==> src/mdag_pkg.sv <==
// ----------------------------------------------------------------------------
// mdag_pkg: shared types and codes of the array address generator
// Item kinds, controller states and the command/status bundles that join
// the controller to the datapath.
// ----------------------------------------------------------------------------
package mdag_pkg;

	// item kinds
	localparam logic [1:0] KIND_HDR = 2'd0;
	localparam logic [1:0] KIND_DIM = 2'd1;
	localparam logic [1:0] KIND_IDX = 2'd2;

	// multiply sequence steps
	localparam logic [1:0] STEP_LL = 2'd0;
	localparam logic [1:0] STEP_LH = 2'd1;
	localparam logic [1:0] STEP_HL = 2'd2;

	typedef enum logic [2:0] {
		ST_IDLE,
		ST_DECODE,
		ST_LOOKUP,
		ST_MUL,
		ST_OFFSET,
		ST_SCALE,
		ST_EMIT
	} state_t;

	// controller to datapath
	typedef struct packed {
		logic       cap;      // capture an input beat
		logic       desc_wr;  // write descriptor header
		logic       dim_wr;   // write dimension bounds
		logic       rd;       // read descriptor and bounds
		logic       lookup;   // form extent and index difference
		logic       mul;      // one step of the 64-bit multiply
		logic [1:0] step;
		logic       off_upd;  // fold product into running offset
	} cmd_t;

	// datapath to controller
	typedef struct packed {
		logic [1:0] kind;
		logic       aid_ok;
		logic       dim_ok;
		logic       last;
	} status_t;

endpackage

==> src/mdag_ctrl.sv <==
// ----------------------------------------------------------------------------
// mdag_ctrl: controller of the array address generator
// Sequences table writes, the lookup, the two three-step multiplies and
// the result beat.
// ----------------------------------------------------------------------------
module mdag_ctrl import mdag_pkg::*; (
	input  logic    clk,
	input  logic    arst_n,
	input  logic    start,
	output logic    busy,
	output logic    done,
	output cmd_t    cmd,
	input  status_t status
);

	state_t     state_q, state_d;
	logic [1:0] step_q, step_d;

	// state register
	always_ff @(posedge clk or negedge arst_n) begin
		if (!arst_n) begin
			state_q <= ST_IDLE;
			step_q  <= STEP_LL;
		end else begin
			state_q <= state_d;
			step_q  <= step_d;
		end
	end

	// next state and commands
	always_comb begin
		state_d = state_q;
		step_d  = STEP_LL;
		cmd     = '0;
		cmd.step = step_q;
		busy    = 1'b1;
		done    = 1'b0;
		unique case (state_q)
			ST_IDLE: begin
				busy = 1'b0;
				if (start) begin
					cmd.cap = 1'b1;
					state_d = ST_DECODE;
				end
			end
			ST_DECODE: begin
				state_d = ST_IDLE;
				if (status.aid_ok) begin
					unique case (status.kind)
						KIND_HDR: cmd.desc_wr = 1'b1;
						KIND_DIM: cmd.dim_wr = status.dim_ok;
						KIND_IDX: begin
							cmd.rd  = 1'b1;
							state_d = ST_LOOKUP;
						end
						default: state_d = ST_IDLE;
					endcase
				end
			end
			ST_LOOKUP: begin
				cmd.lookup = 1'b1;
				state_d    = ST_MUL;
			end
			ST_MUL: begin
				cmd.mul = 1'b1;
				if (step_q == STEP_HL)
					state_d = ST_OFFSET;
				else
					step_d = step_q + 2'd1;
			end
			ST_OFFSET: begin
				cmd.off_upd = 1'b1;
				state_d     = status.last ? ST_SCALE : ST_IDLE;
			end
			ST_SCALE: begin
				cmd.mul = 1'b1;
				if (step_q == STEP_HL)
					state_d = ST_EMIT;
				else
					step_d = step_q + 2'd1;
			end
			ST_EMIT: begin
				busy    = 1'b0;
				done    = 1'b1;
				state_d = ST_IDLE;
				if (start) begin
					cmd.cap = 1'b1;
					state_d = ST_DECODE;
				end
			end
			default: state_d = ST_IDLE;
		endcase
	end

	a_emit_after_scale: assert property (@(posedge clk) disable iff (!arst_n)
		(state_q == ST_EMIT) |-> $past(state_q == ST_SCALE && step_q == STEP_HL))
		else $error("result beat without a finished scale");
	a_offset_after_mul: assert property (@(posedge clk) disable iff (!arst_n)
		(state_q == ST_OFFSET) |-> $past(state_q == ST_MUL && step_q == STEP_HL))
		else $error("offset update without a finished multiply");
	a_one_write: assert property (@(posedge clk) disable iff (!arst_n)
		!(cmd.desc_wr && cmd.dim_wr))
		else $error("two table writes at once");

endmodule

==> config.mk <==
export PLATFORM = sky130hd
export DESIGN_NAME = mdag_ctrl
export DESIGN_NICKNAME = d
export VERILOG_FILES = /design/src/mdag_pkg.sv /design/src/mdag_ctrl.sv
export SDC_FILE = /design/constraint.sdc
export NUM_CORES = 1
export LEC_CHECK = 0
export BUFFER_PORTS_ARGS = -buffer_cell sky130_fd_sc_hd__buf_2
export CORE_AREA = 2 2 39 41
export CTS_BUF_LIST = sky130_fd_sc_hd__clkbuf_4
export DETAILED_ROUTE_END_ITERATION = 16
export DIE_AREA = 0 0 41 43
export PLACE_DENSITY_LB_ADDON = 0.3
export SLEW_MARGIN = 10
export SYNTH_ARGS = -nofsm -noshare
export SYNTH_HDL_FRONTEND = slang
export SYNTH_SLANG_ARGS = --single-unit
export TNS_END_PERCENT = 30
==> constraint.sdc <==
create_clock -name clk -period 1 [get_ports clk]
set_input_delay 0.1 -clock clk [delete_from_list [all_inputs] [get_ports clk]]
set_output_delay 0.1 -clock clk [all_outputs]
set_load 0.05 [all_outputs]
; ---- After elaboration in Yosys (flattened, before gate mapping)
; Index checks and enable logic that the tools add are counted.
[op_classes]
add_sub_neg = 1
eq_ne = 12
muxes = 22
n_reduce_logical = 5
[op_table]
columns = op, n
row1 = one-hot mux 3 bit (7 select lines), 1
row2 = 2-to-1 mux 3 bit, 6
row3 = 2-to-1 mux 1 bit, 11
row4 = == test 3 bit (second input constant), 3
row5 = 2-to-1 mux 2 bit, 4
row6 = == test 3 x 2 -> 1 bit (second input constant), 2
row7 = != test 2 bit (second input constant), 3
row8 = == test 2 bit (second input constant), 2
row9 = OR reduction 2 bit, 2
row10 = == test 3 x 1 -> 1 bit (second input constant), 1
row11 = logical NOT 3 bit, 1
row12 = AND reduction 3 bit, 1
row13 = adder 2 x 1 -> 2 bit (second input constant), 1
row14 = == test 2 x 1 -> 1 bit (second input constant), 1
row15 = logical NOT 2 bit, 1
[word_totals]
register_bits = 5
in_bits = 8
word_cells = 42

; ---- Longest topological paths before layout
[depth]
ltp_word = 4
mapped_depth = 4
ltp_nobuf = 3

; ---- Worst setup path before layout
; No wires, ideal clock.
[synth_path]
path_kind = reg2out
startpoint = register state_q[2]
endpoint = output cmd[6] (netlist name)
t_arrival_ps = 1738
required_time_ps = 900
setup_slack_ps = -838
stages_incl_launch_ff = 3
path_cell_list = dfrtp_1 -> nand4bb_4 -> nor3_1
[synth_lines]
columns = item, line_no
row1 = from (decl), mdag_ctrl.sv:16  ; state_t state_q, state_d;
row2 = from (signal assigned), mdag_ctrl.sv:25  ; state_q <= state_d;
row3 = to (decl), mdag_ctrl.sv:12  ; output cmd_t cmd,

==> impl_metrics.env <==
export IMPL_status="complete, but fails checks"
export IMPL_violations="negative setup slack"
export IMPL_crit_fanout=3
export IMPL_yosysUniqueCellTypes=19
export IMPL_post_route_period_util_pct=143
export IMPL_fin_skew_ns=0.00210
export IMPL_ios=19
export IMPL_endpoint_kind="primary output"
export IMPL_antenna_found_initial=0
export IMPL_cts_htree_levels=1
export IMPL_grt_first_pass_wirelength_mm=1.37
export IMPL_slowest_delay_ns=0.40
export IMPL_ys_ff_latch=5
export IMPL_drt_total_wl_um=819
export IMPL_dr_total_vias=353
export IMPL_grt_max_degree=7
export IMPL_clockBufferDepth=2
export IMPL_critPathSlowestCell="dfrtp_1"
export IMPL_syn_nets=40
export IMPL_start_util_pct=23.0
export IMPL_seq_area_frac_synth_pct=39.4
export IMPL_ant_nets=0
export IMPL_drt_pass1_iterations=3
export IMPL_setup_slack_ns=-0.432
export IMPL_synth_area_leaders="dfrtp_1 39%, nand4bb_4 8.7%, nor3b_2 7.9%"
export IMPL_irDropWorstVdd_uv=1250
export IMPL_wl_per_cell_um=10.2
export IMPL_netlist_area_um2=318
export IMPL_syn_area_per_cell_um2=9.93
export IMPL_cp_startpoint="state_q[2]"
export IMPL_max_freq_ghz=0.698
export IMPL_track_usage_pct=12.3
export IMPL_clock_latency_ns=0.24
export IMPL_crit_end="cmd[5]"
export IMPL_die_w_um=41
export IMPL_num_rows=14
export IMPL_n_antenna_cell=0
export IMPL_gr_total_overflow=0
export IMPL_routabilityCongestion=0.706
export IMPL_dp_slack_ns=-0.267
export IMPL_cts_root_buffer="clkbuf_4"
export IMPL_rsz0062_at_grt="true"
export IMPL_path_depth=3
export IMPL_clk_pin_slew_ns=0.04
export IMPL_reg2reg_to="state_q[1]"
export IMPL_fp_dieH_um=43
export IMPL_cts_sinks=5
export IMPL_r2r_slack_ns=-0.23
export IMPL_crit_family="simple AND/OR/NAND/NOR gates"
export IMPL_post_synth_top_area_cell="dfrtp_1"
export IMPL_drive_gt1_share_pct=73.4
export IMPL_crit_chain="nand4bb_4 -> nor3b_4 -> buf_6"
export IMPL_power_density_nw_per_um2=2980
export IMPL_hp_class="input port to flop"
export IMPL_critical_path_required_ns=0.90
export IMPL_reg2reg_from="state_q[1]"
export IMPL_die_area_um2=1760
export IMPL_cts_tree="yes"
export IMPL_yosysWarnings=0
export IMPL_worstRegToRegCells=5
export IMPL_worst_setup_path_type="flop to primary output"
export IMPL_drc=0
export IMPL_slew_viol_final=0
export IMPL_nNetsFinal=73
export IMPL_grt_pass1_vias=353
export IMPL_area_growth_pct=115
export IMPL_min_from="status[0]"
export IMPL_hold_violations=0
export IMPL_max_cap_violations=0
export IMPL_setup_viol=14
export IMPL_place_hpwl_um=626
export IMPL_maxSlewHeadroom_pct=84.3
export IMPL_drt_iter0_drc=1
export IMPL_viasPerCell=4.41
export IMPL_synth_top_area_share_pct=39.4
export IMPL_power_leakage_nw=0.329
export IMPL_numCtsBuffers=3
export IMPL_crit_buf_inv=1
export IMPL_cp_arrival_ns=1.33
export IMPL_start_kind="flop"
export IMPL_port_buffers=18
export IMPL_synthCells=32
export IMPL_tightest_slew_ns=0.234
export IMPL_fp_coreArea_um2=1380
export IMPL_fin_tns_setup_ns=-3.81
export IMPL_min_period_ns=1.43
[cell usage in the layout, fill, tap and decap left out, types with 2 or more instances in the layout]
cell	synthesis	layout
dfrtp_1	5	4
nand2_1	2	2
buf_6	0	11
buf_2	0	7
nor2_4	0	2
clkbuf_4	0	4
buf_4	1	10
nand2b_4	0	2
[synthesized netlist by cell type]
master and count:
nand4bb_4 1, buf_4 1, mux2i_1 1, or2_2 1
nand2_1 2, nor3b_2 2, nor2_1 4, xor2_1 1
dfrtp_1 5, inv_1 1, nand2b_1 3, and3b_1 1
or2_1 1, o31ai_1 1, nor3_1 3, nand3b_1 1
a21oi_1 1, o22ai_1 1, and2_1 1
[state kept, by name (all words and copies together) (netlist names)]
name	count
step_q	2
state_q	3
[metrics by stage]
stage          std cells  hold slack [ns]  util (%)  total power [mW]  instance area (um2)
3_5_place_dp          73          -0.0778      36.3              1.43                  503
5_1_grt               80            0.177      49.5              2.18                  684
6_report              80            0.178      49.5              2.04                  684
2_1_floorplan         32           -0.196         -              1.11                  340
4_1_cts               80            0.153      46.5              1.94                  643
3_3_place_gp          73          -0.0756      36.3              1.43                  503
[worst reg2reg max path, stage by stage, from the launching register on]
cell	delay, ns
dfrtp_1	0.38
buf_4	0.15
nand2b_4	0.13
buf_4	0.14
mux2i_1	0.07
or2_1	0.23
[timing repair]
action	4_1_cts	5_1_grt
hold buffers	1	0
setup endpoints to repair	16	16
buffers inserted	2	0
hold endpoints to repair	5	0
pin swaps	2	0
resized for setup	26	8
[layer usage]
layer | GRT usage, % | share of wire (%)
met1 | 13.0 | 42
met2 | 17.2 | 49
met3 | 6.28 | 7.0
met4 | 10.0 | 2.3
met5 | 0 | 0
[cell families (layout without fill, tap and decap cells)]
kind of cell / Yosys count / count (layout) / share of synthesized area, %
AND/OR/NAND/NOR: 20 / 20 / 45.3
AO/OA/AOI/OAI: 3 / 3 / 5.91
buffers and inverters: 2 / 34 / 3.54
flip-flops: 5 / 5 / 39.4
multiplexers: 1 / 1 / 3.15
XOR/XNOR: 1 / 1 / 2.76
[area by class of cell]
type	count	area [um2]
fillers	123	699
flip-flops and latches	5	126
inverters	1	3.75
repair buffers	29	244
multi-input cells	25	260
clock buffers	4	30.0
well taps	16	20.0
[worst min-delay path by stage]
stage                             to  cells after the start  slack [ns]
after global placement     step_q[1]                      1       -0.08
after detailed placement   step_q[1]                      1       -0.08
final                     state_q[2]                      3        0.18
after CTS                 state_q[0]                      3        0.15
after global routing      state_q[2]                      3        0.18
after floorplan           state_q[0]                      0       -0.20
[where the power goes]
| group | switching (mW) | leakage [nW] | total [mW] | internal, mW |
|---|---|---|---|---|
| Combinational | 0.793 | 0.247 | 1.42 | 0.629 |
| Sequential | 0.0808 | 0.0630 | 0.359 | 0.278 |
| Clock | 0.0834 | 0.0184 | 0.261 | 0.178 |
(Power assumes the default switching activity.)
